--- src/hdl/kcg_pkg.sv ---
// Package for the k-combination generator: widths, limits, sequencer codes
// and the control store. Used by the channel interfaces and the top level.
package kcg_pkg;

    localparam int MAX_N = 32;
    localparam int MAX_K = 8;

    localparam int N_W        = 6;
    localparam int K_W        = 4;
    localparam int POS_W      = 3;
    localparam int LIM_W      = N_W + 1;
    localparam int CFG_IDX_W  = 1;
    localparam int CFG_DATA_W = 6;
    localparam int UPC_W      = 4;

    localparam logic [CFG_IDX_W-1:0] CFG_MAX_VALUE    = 1'd0;
    localparam logic [CFG_IDX_W-1:0] CFG_CHOOSE_COUNT = 1'd1;

    localparam logic [N_W-1:0] MAX_VALUE_RST    = 6'd4;
    localparam logic [K_W-1:0] CHOOSE_COUNT_RST = 4'd2;

    typedef logic [UPC_W-1:0] upc_t;

    localparam upc_t U_WAIT      = 4'd0;
    localparam upc_t U_CHK_EMPTY = 4'd1;
    localparam upc_t U_CHK_START = 4'd2;
    localparam upc_t U_INIT      = 4'd3;
    localparam upc_t U_SEARCH    = 4'd4;
    localparam upc_t U_INC       = 4'd5;
    localparam upc_t U_REFILL    = 4'd6;
    localparam upc_t U_EMIT_SET  = 4'd7;
    localparam upc_t U_EMIT      = 4'd8;
    localparam upc_t U_DONE      = 4'd9;

    typedef enum logic [3:0] {
        OP_WAIT,
        OP_CHK_EMPTY,
        OP_CHK_START,
        OP_INIT,
        OP_SEARCH,
        OP_INC,
        OP_REFILL,
        OP_EMIT_SET,
        OP_EMIT,
        OP_DONE
    } op_t;

    typedef enum logic [1:0] {
        SEL_STAY,
        SEL_NEXT,
        SEL_BRANCH
    } seq_sel_t;

    typedef enum logic [1:0] {
        WS_INIT,
        WS_INC,
        WS_REFILL
    } wsel_t;

    typedef struct packed {
        op_t  op;
        upc_t next;
        upc_t branch;
    } ctrl_t;

    typedef struct packed {
        logic  ptr_ld_zero;
        logic  ptr_ld_last;
        logic  ptr_inc;
        logic  ptr_dec;
        logic  comb_we;
        wsel_t wsel;
        logic  set_started;
        logic  set_exhausted;
        logic  clr_flags;
        logic  res_load;
        logic  res_done;
    } dp_ctl_t;

    // control store
    function automatic ctrl_t ucode(input upc_t upc);
        ctrl_t c;
        case (upc)
            U_WAIT:      c = '{OP_WAIT,      U_WAIT,      U_CHK_EMPTY};
            U_CHK_EMPTY: c = '{OP_CHK_EMPTY, U_CHK_START, U_DONE};
            U_CHK_START: c = '{OP_CHK_START, U_INIT,      U_SEARCH};
            U_INIT:      c = '{OP_INIT,      U_INIT,      U_EMIT_SET};
            U_SEARCH:    c = '{OP_SEARCH,    U_DONE,      U_INC};
            U_INC:       c = '{OP_INC,       U_REFILL,    U_EMIT_SET};
            U_REFILL:    c = '{OP_REFILL,    U_REFILL,    U_EMIT_SET};
            U_EMIT_SET:  c = '{OP_EMIT_SET,  U_EMIT,      U_EMIT};
            U_EMIT:      c = '{OP_EMIT,      U_EMIT,      U_WAIT};
            U_DONE:      c = '{OP_DONE,      U_DONE,      U_WAIT};
            default:     c = '{OP_WAIT,      U_WAIT,      U_WAIT};
        endcase
        return c;
    endfunction

endpackage

--- src/hdl/kcg_if.sv ---
// Channel interfaces for request and result beats (valid/ready).
// Depends on kcg_pkg for field widths.
interface kcg_req_if;
    import kcg_pkg::*;
    logic valid;
    logic ready;
    logic restart;
    modport source (output valid, output restart, input ready);
    modport sink (input valid, input restart, output ready);
endinterface

interface kcg_res_if;
    import kcg_pkg::*;
    logic             valid;
    logic             ready;
    logic [N_W-1:0]   element;
    logic [POS_W-1:0] position;
    logic             last;
    logic             done_res;
    modport source (output valid, output element, output position, output last,
                    output done_res, input ready);
    modport sink (input valid, input element, input position, input last,
                  input done_res, output ready);
endinterface

--- src/hdl/k_combination_generator.sv ---
// Lexicographic k-combination generator: microcoded sequencer over a small
// register file of positions. Depends on kcg_pkg and kcg_if.
// A first request fills the positions; an advance searches from the last position down
//   and refills to the right; a done result follows when the search runs out.
// Throughput (ready held): one beat per cycle while a combination is emitted.
// Reset: n=4, k=2, enumeration restarts; no clearing pass, positions written before read.
module k_combination_generator (
    input  logic                            clk,
    input  logic                            rst_n,
    input  logic                            cfg_we,
    input  logic [kcg_pkg::CFG_IDX_W-1:0]   cfg_index,
    input  logic [kcg_pkg::CFG_DATA_W-1:0]  cfg_data,
    kcg_req_if.sink                         req,
    kcg_res_if.source                       res
);
    import kcg_pkg::*;

    logic [N_W-1:0]   max_value_reg;
    logic [K_W-1:0]   choose_count_reg;
    upc_t             upc_reg, upc_next;
    logic [POS_W-1:0] ptr_reg, ptr_next;
    logic [N_W-1:0]   val_reg;
    logic [N_W-1:0]   comb_reg [MAX_K];
    logic             started_reg, exhausted_reg;
    logic             res_valid_reg;
    logic [N_W-1:0]   elem_reg;
    logic [POS_W-1:0] pos_reg;
    logic             last_reg, done_reg;

    logic [N_W-1:0]   n_eff;
    logic [K_W-1:0]   k_eff;
    logic [POS_W-1:0] k_last;
    logic             empty;
    logic [LIM_W-1:0] limit;
    logic [N_W-1:0]   comb_rd;
    logic             hit;
    logic             at_last;
    logic             slot_free;
    logic             req_beat;
    logic [N_W-1:0]   wr_val;
    ctrl_t            ctrl;
    seq_sel_t         sel;
    dp_ctl_t          dp;

    assign n_eff   = (max_value_reg > N_W'(MAX_N)) ? N_W'(MAX_N) : max_value_reg;
    assign k_eff   = (choose_count_reg > K_W'(MAX_K)) ? K_W'(MAX_K) : choose_count_reg;
    assign k_last  = POS_W'(k_eff - K_W'(1));
    assign empty   = (k_eff == '0) || ({{(N_W-K_W){1'b0}}, k_eff} > n_eff);
    assign comb_rd = comb_reg[ptr_reg];
    assign limit   = {1'b0, n_eff} - LIM_W'(k_eff) + LIM_W'(1) + LIM_W'(ptr_reg);
    assign hit     = {1'b0, comb_rd} < limit;
    assign at_last = (ptr_reg == k_last);

    assign ctrl      = ucode(upc_reg);
    assign slot_free = !res_valid_reg || res.ready;
    assign req_beat  = req.valid && req.ready;
    assign req.ready = (ctrl.op == OP_WAIT);

    // control word decode
    always_comb
    begin
        sel = SEL_STAY;
        dp  = '0;
        dp.wsel = WS_INIT;
        case (ctrl.op)
            OP_WAIT:
            begin
                if (req.valid)
                begin
                    sel          = SEL_BRANCH;
                    dp.clr_flags = req.restart;
                end
            end
            OP_CHK_EMPTY:
            begin
                sel = (empty || exhausted_reg) ? SEL_BRANCH : SEL_NEXT;
            end
            OP_CHK_START:
            begin
                if (started_reg)
                begin
                    sel            = SEL_BRANCH;
                    dp.ptr_ld_last = 1'b1;
                end
                else
                begin
                    sel            = SEL_NEXT;
                    dp.ptr_ld_zero = 1'b1;
                end
            end
            OP_INIT:
            begin
                dp.comb_we     = 1'b1;
                dp.wsel        = WS_INIT;
                dp.set_started = 1'b1;
                sel            = at_last ? SEL_BRANCH : SEL_STAY;
                dp.ptr_inc     = !at_last;
            end
            OP_SEARCH:
            begin
                if (hit)
                    sel = SEL_BRANCH;
                else if (ptr_reg == '0)
                    sel = SEL_NEXT;
                else
                    dp.ptr_dec = 1'b1;
            end
            OP_INC:
            begin
                dp.comb_we = 1'b1;
                dp.wsel    = WS_INC;
                sel        = at_last ? SEL_BRANCH : SEL_NEXT;
                dp.ptr_inc = !at_last;
            end
            OP_REFILL:
            begin
                dp.comb_we = 1'b1;
                dp.wsel    = WS_REFILL;
                sel        = at_last ? SEL_BRANCH : SEL_STAY;
                dp.ptr_inc = !at_last;
            end
            OP_EMIT_SET:
            begin
                dp.ptr_ld_zero = 1'b1;
                sel            = SEL_NEXT;
            end
            OP_EMIT:
            begin
                if (slot_free)
                begin
                    dp.res_load = 1'b1;
                    sel         = at_last ? SEL_BRANCH : SEL_STAY;
                    dp.ptr_inc  = !at_last;
                end
            end
            OP_DONE:
            begin
                if (slot_free)
                begin
                    dp.res_load      = 1'b1;
                    dp.res_done      = 1'b1;
                    dp.set_exhausted = 1'b1;
                    sel              = SEL_BRANCH;
                end
            end
            default:
            begin
                sel = SEL_STAY;
            end
        endcase
    end

    // step counter
    always_comb
    begin
        case (sel)
            SEL_NEXT:   upc_next = ctrl.next;
            SEL_BRANCH: upc_next = ctrl.branch;
            default:    upc_next = upc_reg;
        endcase
    end

    always_comb
    begin
        ptr_next = ptr_reg;
        if (dp.ptr_ld_zero)
            ptr_next = '0;
        else if (dp.ptr_ld_last)
            ptr_next = k_last;
        else if (dp.ptr_inc)
            ptr_next = ptr_reg + POS_W'(1);
        else if (dp.ptr_dec)
            ptr_next = ptr_reg - POS_W'(1);
    end

    always_comb
    begin
        case (dp.wsel)
            WS_INC:    wr_val = comb_rd + N_W'(1);
            WS_REFILL: wr_val = val_reg + N_W'(1);
            default:   wr_val = N_W'(ptr_reg) + N_W'(1);
        endcase
    end

    always_ff @(posedge clk or negedge rst_n)
    begin
        if (!rst_n)
        begin
            max_value_reg    <= MAX_VALUE_RST;
            choose_count_reg <= CHOOSE_COUNT_RST;
            upc_reg          <= U_WAIT;
            ptr_reg          <= '0;
            started_reg      <= 1'b0;
            exhausted_reg    <= 1'b0;
            res_valid_reg    <= 1'b0;
        end
        else
        begin
            upc_reg <= upc_next;
            ptr_reg <= ptr_next;
            if (cfg_we)
            begin
                case (cfg_index)
                    CFG_MAX_VALUE:    max_value_reg    <= cfg_data;
                    CFG_CHOOSE_COUNT: choose_count_reg <= cfg_data[K_W-1:0];
                    default:          max_value_reg    <= max_value_reg;
                endcase
                started_reg   <= 1'b0;
                exhausted_reg <= 1'b0;
            end
            else if (dp.clr_flags)
            begin
                started_reg   <= 1'b0;
                exhausted_reg <= 1'b0;
            end
            else
            begin
                if (dp.set_started)
                    started_reg <= 1'b1;
                if (dp.set_exhausted)
                    exhausted_reg <= 1'b1;
            end
            if (dp.res_load)
                res_valid_reg <= 1'b1;
            else if (res.ready)
                res_valid_reg <= 1'b0;
        end
    end

    always_ff @(posedge clk)
    begin
        if (dp.comb_we)
        begin
            comb_reg[ptr_reg] <= wr_val;
            val_reg           <= wr_val;
        end
        if (dp.res_load)
        begin
            elem_reg <= dp.res_done ? '0 : comb_rd;
            pos_reg  <= dp.res_done ? '0 : ptr_reg;
            last_reg <= dp.res_done || at_last;
            done_reg <= dp.res_done;
        end
    end

    assign res.valid    = res_valid_reg;
    assign res.element  = elem_reg;
    assign res.position = pos_reg;
    assign res.last     = last_reg;
    assign res.done_res = done_reg;

    a_emit_in_range: assert property (@(posedge clk) disable iff (!rst_n)
        (upc_reg == U_EMIT) |-> ({1'b0, ptr_reg} < k_eff))
        else $error("emit position beyond k");

    a_done_shape: assert property (@(posedge clk) disable iff (!rst_n)
        (res_valid_reg && done_reg) |-> (last_reg && elem_reg == '0 && pos_reg == '0))
        else $error("malformed done beat");

    a_restart_clears: assert property (@(posedge clk) disable iff (!rst_n)
        (req_beat && req.restart) |=> (!started_reg && !exhausted_reg))
        else $error("restart did not clear enumeration state");

    a_search_bound: assert property (@(posedge clk) disable iff (!rst_n)
        (upc_reg == U_SEARCH) |-> ({1'b0, comb_rd} <= limit))
        else $error("position above its limit");

endmodule

--- src/flat_wrapper.sv ---
// flat-port wrapper written by rule: the top's interface ports become plain ports
module k_combination_generator_flat import kcg_pkg::*;
  (clk, rst_n, cfg_we, cfg_index, cfg_data, req_valid, req_restart, req_ready, res_valid, res_element, res_position, res_last, res_done_res, res_ready);
  kcg_req_if req_i ();
  kcg_res_if res_i ();
  input  logic clk;
  input  logic rst_n;
  input  logic cfg_we;
  input  logic [kcg_pkg::CFG_IDX_W-1:0] cfg_index;
  input  logic [kcg_pkg::CFG_DATA_W-1:0] cfg_data;
  input wire logic [$bits(req_i.valid)-1:0] req_valid;
  input wire logic [$bits(req_i.restart)-1:0] req_restart;
  output wire logic [$bits(req_i.ready)-1:0] req_ready;
  output wire logic [$bits(res_i.valid)-1:0] res_valid;
  output wire logic [$bits(res_i.element)-1:0] res_element;
  output wire logic [$bits(res_i.position)-1:0] res_position;
  output wire logic [$bits(res_i.last)-1:0] res_last;
  output wire logic [$bits(res_i.done_res)-1:0] res_done_res;
  input wire logic [$bits(res_i.ready)-1:0] res_ready;
  assign req_i.valid = req_valid;
  assign req_i.restart = req_restart;
  assign req_ready = req_i.ready;
  assign res_valid = res_i.valid;
  assign res_element = res_i.element;
  assign res_position = res_i.position;
  assign res_last = res_i.last;
  assign res_done_res = res_i.done_res;
  assign res_i.ready = res_ready;
  k_combination_generator u_core (.clk(clk), .rst_n(rst_n), .cfg_we(cfg_we), .cfg_index(cfg_index), .cfg_data(cfg_data), .req(req_i), .res(res_i));
endmodule
--- config.mk ---
export PLATFORM = sky130hd
export DESIGN_NAME = k_combination_generator_flat
export DESIGN_NICKNAME = d
export VERILOG_FILES = /design/src/hdl/kcg_pkg.sv /design/src/hdl/kcg_if.sv /design/src/hdl/k_combination_generator.sv /design/src/flat_wrapper.sv
export SDC_FILE = /design/constraint.sdc
export NUM_CORES = 1
export LEC_CHECK = 0
export BUFFER_PORTS_ARGS = -buffer_cell sky130_fd_sc_hd__buf_2
export CAP_MARGIN = 20
export CORE_MARGIN = 2
export CORE_UTILIZATION = 41
export DETAILED_ROUTE_END_ITERATION = 6
export SKIP_LAST_GASP = 1
export SLEW_MARGIN = 20
export SYNTH_ARGS = -nofsm -noshare
export SYNTH_HDL_FRONTEND = slang
export SYNTH_SLANG_ARGS = --single-unit
--- constraint.sdc ---
create_clock -name clk -period 6.01 [get_ports clk]
set_input_delay 0.601 -clock clk [delete_from_list [all_inputs] [get_ports clk]]
set_output_delay 0.601 -clock clk [all_outputs]
set_load 0.05 [all_outputs]
# ---- After elaboration in Yosys (flattened, before gate mapping)
# Memory sizes are Yosys's and may differ from the RTL's.
# Cells that the tools add are included.
# W data, S select, Z words.
dict set report totals {
  reg_bits 37
  latchBits 0
  ram_bits 48
  mem_bits_ro 192
  elab_cells 106
  memories 2
}
# name depth width read_ports rd_clocked_by_memory_dff wr line_no
set mem_list {}
lappend mem_list {{(no name shown)} 16 12 1 0 0 kcg_pkg.sv:83} ;# case (upc)
lappend mem_list {u_core.comb_reg 8 6 1 0 1 k_combination_generator.sv:23} ;# logic [N_W-1:0] comb_reg [MAX_K];
dict set report op_classes {
  n_addsub 9
  mul 0
  div_mod_pow 0
  magnitude_cmp 4
  n_eq_ne 14
  shift 0
  n_mux 46
  bitwise 1
  n_reduce_logical 18
}
# op count
set ops {}
lappend ops {{$mux W1} 24}
lappend ops {{$mux W2} 9}
lappend ops {{$pmux W2 S9} 1}
lappend ops {{$eq A4 B3 Y1 const B} 4}
lappend ops {{$add A6 B1 Y6 const B} 2}
lappend ops {{$mux W3} 4}
lappend ops {{$pmux W6 S2} 1}
lappend ops {{$pmux W3 S3} 1}
lappend ops {{$eq A4 B2 Y1 const B} 2}
lappend ops {{$eq A4 B4 Y1 const B} 2}
lappend ops {{$logic_not A4 Y1} 2}
lappend ops {{$pmux W4 S2} 1}
lappend ops {{$add A7 B1 Y7 const B} 1}
lappend ops {{$add A7 B3 Y7} 1}
lappend ops {{$lt A6 B7 Y1} 1}
lappend ops {{$sub A6 B4 Y7} 1}
lappend ops {{$gt A4 B6 Y1} 1}
lappend ops {{$gt A6 B6 Y1 const B} 1}
lappend ops {{$mux W6} 1}
lappend ops {{$pmux W1 S2} 3}
lappend ops {{$reduce_bool A3 Y1} 2}
lappend ops {{$sub A3 B1 Y3 const B} 2}
lappend ops {{$add A3 B1 Y4 const B} 1}
lappend ops {{$eq A2 B1 Y1 const B} 2}
lappend ops {{15 further kinds} 22}

# ---- Longest topological paths before layout
# Gate-level depths: netlist (run 1).
dict set report depth {
  ltp_word 12
  mapped_depth 24
  depth_no_buf 23
}

# ---- Least setup slack after synthesis (run 1)
# OpenSTA, ideal clock, no wires.
dict set report synth_timing {
  path_type {register -> register}
  from {reg u_core.ptr_reg[2]}
  to {reg u_core.upc_reg[1]}
  setup_ns 0.095
  arrival_time_ns 4.061
  setup_slack_ns 1.854
  path_stages_with_launch 23
  path_buffers 3
  synth_period_minus_slack_ns 4.156
  cell_sequence {dfrtp_1 -> buf_2 -> inv_1 -> buf_2 -> fa_1 -> inv_1 -> ha_1 -> nor2b_1 -> o31a_1 -> a21o_1 -> ha_1 -> a21o_1 -> a21oi_1 -> o2bb2ai_1 -> a31oi_2 -> nand2_1 -> and3b_1 -> ha_1 -> clkbuf_1 -> nand2b_1 -> and3b_1 -> a21oi_1 -> o31ai_1}
}
dict set report synth_via {
  elab_chain_cells 6
}
# element line_no
set synth_lines {}
lappend synth_lines {{start: declaration} k_combination_generator.sv:21} ;# logic [POS_W-1:0] ptr_reg, ptr_next;
lappend synth_lines {{start signal: assignment} k_combination_generator.sv:200} ;# ptr_reg <= ptr_next;
lappend synth_lines {{$add A7 B3 Y7, or another cell as far along} k_combination_generator.sv:50} ;# assign limit = {1'b0, n_eff} - LIM_W'(k_eff) + LIM_W'(1) + LIM_W'(ptr_reg);
lappend synth_lines {{$lt A6 B7 Y1, or another cell as far along} k_combination_generator.sv:51} ;# assign hit = {1'b0, comb_rd} < limit;
lappend synth_lines {{$mux W2, on equally long branches} {k_combination_generator.sv:101, k_combination_generator.sv:129}}
lappend synth_lines {{$pmux W2 S9 (*)} k_combination_generator.sv:65} ;# case (ctrl.op)
lappend synth_lines {{$eq A2 B2 Y1 or $eq A2 B1 Y1 (tied branches)} k_combination_generator.sv:156} ;# case (sel)
lappend synth_lines {{$pmux W4 S2 or $reduce_bool A2 Y1 (tied branches)} --}
lappend synth_lines {{end signal: assignment} k_combination_generator.sv:199} ;# upc_reg <= upc_next;
lappend synth_lines {{end: declaration} k_combination_generator.sv:20} ;# upc_t upc_reg, upc_next;
# Every way passes the cells marked *; elsewhere a longest branch is shown, timed or not.
# A chain may end at the register's enable or synchronous reset.

# ---- Worst setup path in the final report (run 1)
# Ends and elaborated chain as after synthesis.

==> results.yml, run 1 <==
min_path:
  hold_class: "primary input to asynchronous set/reset pin"
route:
  firstDrtPassIters: 4
  final_antenna_net_count: 0
  drc: 0
  drt_iter0_drc: 255
  routedWlPerCell_um: 16.8
  routed_wirelength_um: 9490
  vias: 3043
  routed_via_density: 5.40
global_route:
  grt_max_degree: 29
  grt_usage_pct: 16.0
  grt_pass1_wl_um: 15400
  overflow: 0
  grt_pass1_vias: 3012
  grt_antenna_before_repair: 0
flow_run:
  cap_violations: 0
yosys:
  synthArstFlopShare_pct: 23.5
  synth_nets: 439
  synth-edff-count: 65
  syn_area_per_cell_um2: 12.2
  synth.cell_area_mm2: 0.00481
  netlist_instances: 393
  seq_area_frac_synth_pct: 51.0
  synth.ff_latch_count: 85
  ys_warn_count: 0
  ys_types: 60
  synth-main-ff-cell: "edfxtp_1"
clock_network:
  post_cts_buffers: 0
  clock_latency_ps: 350
  cts-root-buf: "clkbuf_16"
  clockBufferDepth: 2
  hold_buffers: 0
  cts_buffers: 9
  cts_max_level: 3
  cts_tree: "done"
  cts_resized: 0
  cts.sinks: 85
  clkTransAtPathRegs_ps: 60
layout:
  drive_above_1_share_pct: 18.1
  n_fill_cell: 1022
  fin_nets: 462
  syn_to_final_growth_pct: 11.1
  n_antenna_cell: 0
  largest_reg_flops: 48
placed_design:
  place_congestion: 0.804
  io_buffer_count: 25
  hpwl_um: 6710
sta:
  hold_ws_ps: 214
  grt_setup_unrepaired: "no"
  clock_skew_ps: 11.5
  hold_viol_final: 0
  slew_viol_final: 0
  max-slew-margin-rel_pct: 36.4
  finalSetupTns_ps: 0
  setup_viol: 0
  period_share_pct: 77.0
  clock.fmax_mhz: 216
  period_minus_slack_ps: 4630
  worst_slew_pin_slew_ps: 947
floorplanning:
  ios: 26
  num_rows: 39
  die_x_um: 112
  dieArea_mm2: 0.0126
  die_h_um: 112
  core_mm2: 0.0114
  initial_core_util_pct: 42.1
status:
  outcome: "finished clean"
worst_setup_path:
  timing.rr.start: "u_core.ptr_reg[2]$_DFFE_PN0P_"
  arrival_ps: 4880
  timing_worst_setup_path_type: "flip-flop to flip-flop"
  r2r_cells: 20
  r2r-end: "u_core.upc_reg[1]$_DFFE_PN0P_"
  cp-startpoint: "u_core.ptr_reg[2]$_DFFE_PN0P_"
  required_ps: 6260
  critPathLaunchType: "flip-flop"
  crit_fanout: 17
  reg2reg_slack_ps: 1380
  cp-end-kind: "flip-flop"
  crit_end: "u_core.upc_reg[1]$_DFFE_PN0P_"
power_and_ir_drop:
  p_per_area_mw_per_mm2: 565
  irDropWorstVdd_mv: 0.323
  p_leak_uw: 0.00212
==> cells in the mapped netlist, types with 3 or more instances <==
master / count / area, µm²
and3b_1: 4 / 35.0
a31oi_1: 5 / 31.3
buf_1: 3 / 11.3
edfxtp_1: 65 / 1950
xnor2_1: 7 / 61.3
nand2b_1: 14 / 87.6
a21o_1: 5 / 37.5
o211ai_1: 3 / 22.5
nor3b_1: 3 / 22.5
o21a_1: 4 / 30.0
mux2i_1: 9 / 90.1
mux2_2: 16 / 180
ha_1: 29 / 363
buf_4: 3 / 22.5
dfrtp_1: 18 / 450
o31ai_1: 3 / 22.5
fa_1: 4 / 80.1
xor2_1: 6 / 52.6
nor3_1: 7 / 35.0
nor2_1: 25 / 93.8
o21ai_0: 11 / 55.1
clkbuf_1: 9 / 33.8
nand3_1: 5 / 25.0
nand2_1: 29 / 109
nor2b_1: 11 / 68.8
inv_1: 24 / 90.1
a21oi_1: 15 / 75.1
o22ai_1: 3 / 18.8
mux4_2: 3 / 67.6
buf_2: 4 / 20.0
mux4_1: 7 / 184
==> cell families after synthesis <==
group / count (synthesis) / synth area share (%)
muxes: 37 / 11.5
DFF: 85 / 51.0
adders and majority gates: 33 / 9.20
AOI/OAI and AO/OA: 72 / 10.6
buffers and inverters: 44 / 3.93
and+or+nand+nor: 109 / 11.4
xor gates and xnor gates: 13 / 2.37
==> worst max-delay path, stage by stage (launching register included) <==
cell,delay [ps]
dfrtp_1,320
buf_4,240
inv_1,280
fa_1,600
inv_1,50
ha_1,330
nor2b_1,160
o31a_1,270
a21o_1,180
ha_1,290
a21o_1,160
a21oi_1,220
o2bb2ai_1,170
a31oi_2,90
nand2_1,90
and3b_1,160
ha_1,350
nand2b_1,160
and3b_1,160
a21oi_1,40
o31ai_1,200
==> cell type report <==
type                       instances  area (µm²)  share of cell area (%)
sequential                        85        2450                    45.9
multi-input combinational        264        2170                    40.6
clock buffer                      11         233                    4.35
tap                              143         179                    3.35
timing repair buffer              32         175                    3.28
inverter                          24        90.1                    1.69
clock inverter                     5        43.8                   0.819
==> per-layer routing <==
| layer | GRT usage [%] | up-vias | wire length [µm] |
|---|---|---|---|
| met1 | 21.2 | 1458 | 4110 |
| li1 | - | 1495 | - |
| met2 | 25.8 | 78 | 4630 |
| met4 | 5.12 | 0 | 139 |
| met5 | 0 | - | 0 |
| met3 | 4.10 | 12 | 612 |
==> power by group <==
group	switching (µW)	internal, µW	leakage (µW)	total, µW
Sequential	79.6	845	0.000841	924
Combinational	927	655	0.00115	1580
Clock	229	285	0.000135	514
Total	1230	1790	0.00212	3020
==> worst min-delay path by stage <==
stage                                              from                                      to  slack, ps  cells past startpoint
finish                                            rst_n           u_core.ptr_reg[2]$_DFFE_PN0P_        210                      1
global route                                      rst_n           u_core.ptr_reg[2]$_DFFE_PN0P_        250                      1
CTS                                               rst_n  u_core.choose_count_reg[2]$_DFFE_PN0P_        220                      1
detailed placement  u_core.max_value_reg[0]$_DFFE_PN0P_     u_core.max_value_reg[0]$_DFFE_PN0P_        490                      1
global placement    u_core.max_value_reg[0]$_DFFE_PN0P_     u_core.max_value_reg[0]$_DFFE_PN0P_        480                      1
floorplan                                         rst_n  u_core.choose_count_reg[0]$_DFFE_PN0P_        310                      0
==> cell usage in the layout, fill, tap and decap left out, types with 5 or more instances in the layout <==
master,n
edfxtp_1,65
nand2_1,29
ha_1,29
buf_2,26
nor2_1,25
inv_1,24
dfrtp_1,18
mux2_2,16
a21oi_1,15
nand2b_1,14
nor2b_1,11
o21ai_0,10
mux2i_1,9
clkbuf_16,9
xnor2_1,7
nor3_1,7
mux4_1,7
xor2_1,6
buf_4,6
a21o_1,5
nand3_1,5
a31oi_1,5
==> per-stage QoR <==
stage / area [µm²] / instances / setup WS, ps / power (µW) / util [%]
after global placement: 5060 / 547 / 1510 / 2480 / 44.3
after global routing: 5340 / 564 / 1050 / 3250 / 46.8
after detailed placement: 5060 / 547 / 1410 / 2510 / 44.3
after floorplan: 4810 / 393 / 1850 / 2160 / -
after CTS: 5340 / 563 / 1380 / 3040 / 46.8
final: 5340 / 564 / 1380 / 3020 / 46.8
No activity file was read; power rests on OpenSTA's default activity.
==> run 2: changes to the inputs <==
Settings changed: ABC_AREA set to 1.
Clock period 6.01 ns to 4.55 ns, I/O delays scaled along.
==> run 2 against run 1 <==
Combinational power rose by 49%; cell count is 32% higher; sequential power increased by 28%; fmax increased by 11%; cell area up 5.0%; worst hold slack got worse by 150 ps; first-iteration DRC count is 13% higher; critical path type unchanged; largest power group unchanged.
==> results.yml, run 2 <==
worst_setup_path:
  arrival_ps: 4430
  cp-end-kind: "flip-flop"
  cp-startpoint: "u_core.max_value_reg[0]$_DFFE_PN0P_"
  cp_common_cell: "inv_1"
  slowest_delay_ps: 480
  critPathSlowestCell: "fa_1"
  timing_worst_setup_path_type: "flip-flop to flip-flop"
  crit_fanout: 5
  critPathLaunchType: "flip-flop"
  timing.rr.start: "u_core.max_value_reg[0]$_DFFE_PN0P_"
  required_ps: 4810
clock_network:
  clockBufferDepth: 2
  clock_latency_ps: 340
  cts.sinks: 85
  clkTransAtPathRegs_ps: 60
  cts-root-buf: "clkbuf_16"
  cts_buffers: 9
  cts_tree: "done"
  cts_max_level: 3
yosys:
  synth_top_area_cell: "edfxtp_1"
  seq_area_frac_synth_pct: 49.0
  ys_warn_count: 0
  ys_types: 42
  synth_common_cells: "nand2_1, edfxtp_1, inv_1"
  syn_area_per_cell_um2: 8.85
  synth.ff_latch_count: 85
  yosysMostFrequentCell: "nand2_1"
  synth_area_leaders: "edfxtp_1, nand2_1, dfrtp_1"
  synth_nets: 612
  netlist_instances: 566
  synthArstFlopShare_pct: 23.5
  synth-main-ff-cell: "edfxtp_1"
  synth.cell_area_mm2: 0.00501
  synth-edff-count: 65
  synthDominantCellAreaShare_pct: 39.0
layout:
  fin_nets: 642
  n_antenna_cell: 0
  final_cell_mix: "nand2_1, edfxtp_1, inv_1"
  drive_above_1_share_pct: 17.0
  syn_to_final_growth_pct: 12.0
  largest_reg_flops: 48
  stdcell_count: 747
  final_common_cell: "nand2_1"
power_and_ir_drop:
  p_per_area_mw_per_mm2: 769
  p_leak_uw: 0.00257
  irDropWorstVdd_mv: 0.337
  p_total_uw: 4320
sta:
  setup_ws_ps: 384
  clock.fmax_mhz: 240
  clock_skew_ps: 5.51
  period_minus_slack_ps: 4170
  slew_viol_final: 0
  hold_viol_final: 0
  period_share_pct: 91.6
  worst_slew_pin_slew_ps: 888
  setup_viol: 0
  finalSetupTns_ps: 0
  max-slew-margin-rel_pct: 40.3
floorplanning:
  die_h_um: 115
  core_mm2: 0.0120
  initial_core_util_pct: 41.9
  dieArea_mm2: 0.0131
  ios: 26
  die_x_um: 115
  num_rows: 40
route:
  drc: 0
  vias: 3735
  drt_iter0_drc: 289
  routed_wirelength_um: 10700
  final_antenna_net_count: 0
  routed_via_density: 5.00
  firstDrtPassIters: 5
  routedWlPerCell_um: 14.4
global_route:
  grt_antenna_before_repair: 0
  overflow: 0
  grt_usage_pct: 17.4
  grt_max_degree: 35
  grt_pass1_vias: 3478
  grt_pass1_wl_um: 17500
status:
  outcome: "finished clean"
placed_design:
  detailedPlace.worstSlack_ps: 166
  dp_cells: 731
  hpwl_um: 7640
  io_buffer_count: 25
  place_congestion: 0.833
flow_run:
  cap_violations: 0
min_path:
  hold_class: "primary input to asynchronous set/reset pin"
[run 2: cell types whose count changed after synthesis, moves of 7 or more]
cell | previous run | this run
nand2_1 | 29 | 176
inv_1 | 24 | 59
nor2b_1 | 11 | 0
mux2_2 | 16 | 0
a21oi_1 | 15 | 25
clkbuf_1 | 9 | 2
nand3_1 | 5 | 22
o21ai_0 | 11 | 22
nand2_2 | 0 | 14
inv_2 | 0 | 8
mux2i_1 | 9 | 0
nor2_1 | 25 | 43
mux4_1 | 7 | 0
nand2b_1 | 14 | 0
[run 2: area by class of cell]
class / count / area, µm²
Clock inverter: 5 / 82.6
Timing Repair Buffer: 35 / 200
Multi-Input combinational cell: 397 / 2200
Sequential cell: 85 / 2450
Tap cell: 147 / 184
Clock buffer: 10 / 229
Inverter: 68 / 260
Fill cell: 1123 / 6350
[run 2: worst paths after layout]
path                                                  endpoint  cells past startpoint  slack, ps
max in group asynchronous  u_core.max_value_reg[2]$_DFFE_PN1P_                      1       4130
setup reg to reg                 u_core.upc_reg[2]$_DFFE_PN0P_                     27        380
min in group clk                  u_core.res.valid$_DFFE_PN0P_                      2        320
hold reg to reg            u_core.max_value_reg[3]$_DFFE_PN0P_                      2        490
hold / removal                   u_core.upc_reg[1]$_DFFE_PN0P_                      1         70
setup / recovery                 u_core.upc_reg[2]$_DFFE_PN0P_                     27        380
[run 2: through the flow]
| stage | hold slack (ps) | util [%] | instance area [µm²] |
|---|---|---|---|
| 2_1_floorplan | 159 | - | 5010 |
| 3_3_place_gp | 445 | 44.0 | 5270 |
| 3_5_place_dp | 448 | 44.1 | 5270 |
| 4_1_cts | 87.1 | 46.7 | 5580 |
| 5_1_grt | 111 | 46.9 | 5610 |
| 6_report | 66.9 | 46.9 | 5610 |
[run 2: metal layers]
metal | up-vias | wire length [µm] | track usage, %
met5 | - | 0 | 0
met3 | 12 | 406 | 2.28
li1 | 1904 | - | -
met4 | 0 | 171 | 7.32
met2 | 87 | 5040 | 26.8
met1 | 1732 | 5120 | 24.8
[run 2: power breakdown]
| group | leakage [µW] | switching (µW) | internal, µW |
|---|---|---|---|
| logic | 0.00158 | 1600 | 755 |
| registers | 0.000838 | 78.4 | 1100 |
| clock network | 0.000153 | 297 | 481 |
[run 2: worst max-delay path, delay by kind of cell (launching register included)]
kind                     cells  cell delay, ps
XOR/XNOR                     1             170
AO/OA/AOI/OAI                9            1200
AND/OR/NAND/NOR              8             680
adder cells (fa/ha/maj)      4            1300
buffers and inverters        5             360
flip-flops                   1             390
[run 2: kinds of logic (layout without fill, tap and decap cells)]
kind of cell             count (synthesis)  count (layout)  synth area share [%]
buffers and inverters                   84             118                  7.62
flip-flops                              85              85                  49.0
AO/OA/AOI/OAI                           60              60                  6.74
XOR/XNOR                                11              11                  1.92
AND/OR/NAND/NOR                        293             293                  25.9
adder cells (fa/ha/maj)                 33              33                  8.84
[run 2: timing repair]
item | in CTS | in global routing
endpoints found under the setup margin | 0 | 4
hold buffers | 0 | 0
gates resized for setup | 0 | 5
buffers inserted | 0 | 1
==> run 3: changes to the inputs <==
Settings changed: RECOVER_POWER set to 100.
==> run 3 against run 2 <==
Cell count is the same; clock skew hardly changed; first-iteration DRC count is 3.1% lower; sequential cell count unchanged; critical path depth stayed put; cell area decreased by 1.4%; power is 1.5% lower; register-to-register slack improved by 40 ps; die area stayed put; global-route usage unchanged; via count grew 0.35%.
==> results.yml, run 3 (synthesis results as in run 2) <==
floorplanning:
  ios: 26
  die_h_um: 115
  dieArea_mm2: 0.0131
  initial_core_util_pct: 41.9
  core_mm2: 0.0120
  num_rows: 40
  die_x_um: 115
sta:
  worst_slew_pin_slew_ps: 1230
  max-slew-margin-rel_pct: 17.2
  slew_viol_final: 0
  setup_viol: 0
  clock.fmax_mhz: 242
  setup_ws_ps: 424
  period_share_pct: 90.7
  hold_viol_final: 0
  finalSetupTns_ps: 0
  clock_skew_ps: 5.02
  grt_setup_unrepaired: "no"
  period_minus_slack_ps: 4130
global_route:
  overflow: 0
  grt_pass1_vias: 3478
  grt_antenna_before_repair: 0
  grt_pass1_wl_um: 17500
  grt_max_degree: 35
  grt_usage_pct: 17.4
clock_network:
  clkTransAtPathRegs_ps: 60
  cts_buffers: 9
  cts_max_level: 3
  hold_buffers: 0
  cts-root-buf: "clkbuf_16"
  clockBufferDepth: 2
  cts_tree: "done"
  cts.sinks: 85
  clock_latency_ps: 340
route:
  routed_wirelength_um: 10800
  drt_iter0_drc: 280
  final_antenna_net_count: 0
  vias: 3748
  routedWlPerCell_um: 14.4
  routed_via_density: 5.02
  firstDrtPassIters: 5
  drc: 0
worst_setup_path:
  slowest_delay_ps: 480
  timing.rr.start: "u_core.max_value_reg[0]$_DFFE_PN0P_"
  cp_num_buf_inv: 5
  cp-end-kind: "flip-flop"
  arrival_ps: 4390
  critPathSlowestCell: "fa_1"
  r2r-end: "u_core.upc_reg[2]$_DFFE_PN0P_"
  critical-path-top-delay-family: "adder cells"
  reg2reg_slack_ps: 420
  r2r_cells: 27
  cp_common_cell: "inv_1"
  crit_fanout: 5
  critPathLaunchType: "flip-flop"
  timing_worst_setup_path_type: "flip-flop to flip-flop"
  required_ps: 4810
layout:
  drive_above_1_share_pct: 11.7
  stdcell_count: 747
  design_area_mm2: 0.00553
  n_antenna_cell: 0
  fin_nets: 642
  final_cell_mix: "nand2_1, edfxtp_1, inv_1"
  largest_reg_flops: 48
  utilization_pct: 46.2
  final_common_cell: "nand2_1"
  syn_to_final_growth_pct: 10.4
power_and_ir_drop:
  p_per_area_mw_per_mm2: 769
  irDropWorstVdd_mv: 0.339
  p_leak_uw: 0.00249
placed_design:
  placed_cell_area_mm2: 0.00527
  io_buffer_count: 25
  place_congestion: 0.833
  detailedPlace.worstSlack_ps: 166
  dp_cells: 731
  hpwl_um: 7640
status:
  outcome: "finished clean"
flow_run:
  cap_violations: 0
min_path:
  hold_class: "primary input to asynchronous set/reset pin"
==> run 3: metal layers <==
layer / wire length (µm) / track usage, % / vias to the layer above
li1: - / - / 1907
met3: 439 / 2.28 / 15
met1: 5120 / 24.8 / 1735
met5: 0 / 0 / -
met2: 5000 / 26.8 / 91
met4: 198 / 7.32 / 0
==> run 3: stage by stage <==
stage / total power (µW) / hold WS, ps
3_3_place_gp: 3480 / 445
4_1_cts: 4300 / 87.1
5_1_grt: 4610 / 346
6_report: 4250 / 316
3_5_place_dp: 3510 / 448
2_1_floorplan: 3000 / 159
==> run 3: worst reg2reg max path: stages (launching register included) <==
cell	delay, ps
dfrtp_1	390
nor2_1	110
nand4_1	80
nand2_1	80
inv_1	60
nor2_1	120
inv_1	90
fa_1	480
inv_1	40
ha_1	340
a21oi_1	140
o21ai_0	140
a21o_1	180
a21oi_1	150
xor2_1	170
ha_1	260
inv_1	70
nor2_1	50
o21ai_2	150
nand2_2	70
a31oi_1	150
ha_1	210
inv_1	110
a21oi_2	140
nand2_1	70
o21ai_0	70
nand2_1	70
o21ai_0	70
==> run 3: power breakdown <==
part | internal (µW) | switching, µW | total, µW
Clock | 481 | 298 | 778
Sequential | 1100 | 77.9 | 1180
Combinational | 718 | 1580 | 2290
Total | 2300 | 1950 | 4250
==> run 3: timing repair <==
action	CTS	global route
setup buffers	0	1
hold endpoints to repair	0	0
endpoints found under the setup margin	0	4
gates resized for setup	0	5
==> run 3: final cells by class <==
| class | count | area (µm²) |
|---|---|---|
| fill | 1148 | 6430 |
| sequential | 85 | 2450 |
| multi-input combinational | 397 | 2160 |
| inverter | 68 | 260 |
| clock buffer | 10 | 229 |
| tap | 147 | 184 |
| timing repair buffer | 35 | 164 |
| clock inverter | 5 | 82.6 |
==> run 3: how the worst max path moves through the flow <==
stage / cells after the start / endpoint / start / slack (ps)
CTS: 27 / u_core.upc_reg[2]$_DFFE_PN0P_ / u_core.max_value_reg[0]$_DFFE_PN0P_ / 150
global placement: 26 / u_core.upc_reg[0]$_DFFE_PN0P_ / u_core.max_value_reg[0]$_DFFE_PN0P_ / 320
global route: 27 / u_core.upc_reg[2]$_DFFE_PN0P_ / u_core.max_value_reg[0]$_DFFE_PN0P_ / 10
finish: 27 / u_core.upc_reg[2]$_DFFE_PN0P_ / u_core.max_value_reg[0]$_DFFE_PN0P_ / 420
detailed placement: 27 / u_core.upc_reg[2]$_DFFE_PN0P_ / u_core.max_value_reg[0]$_DFFE_PN0P_ / 170
floorplan: 26 / u_core.upc_reg[0]$_DFFE_PN0P_ / u_core.max_value_reg[0]$_DFFE_PN0P_ / 590
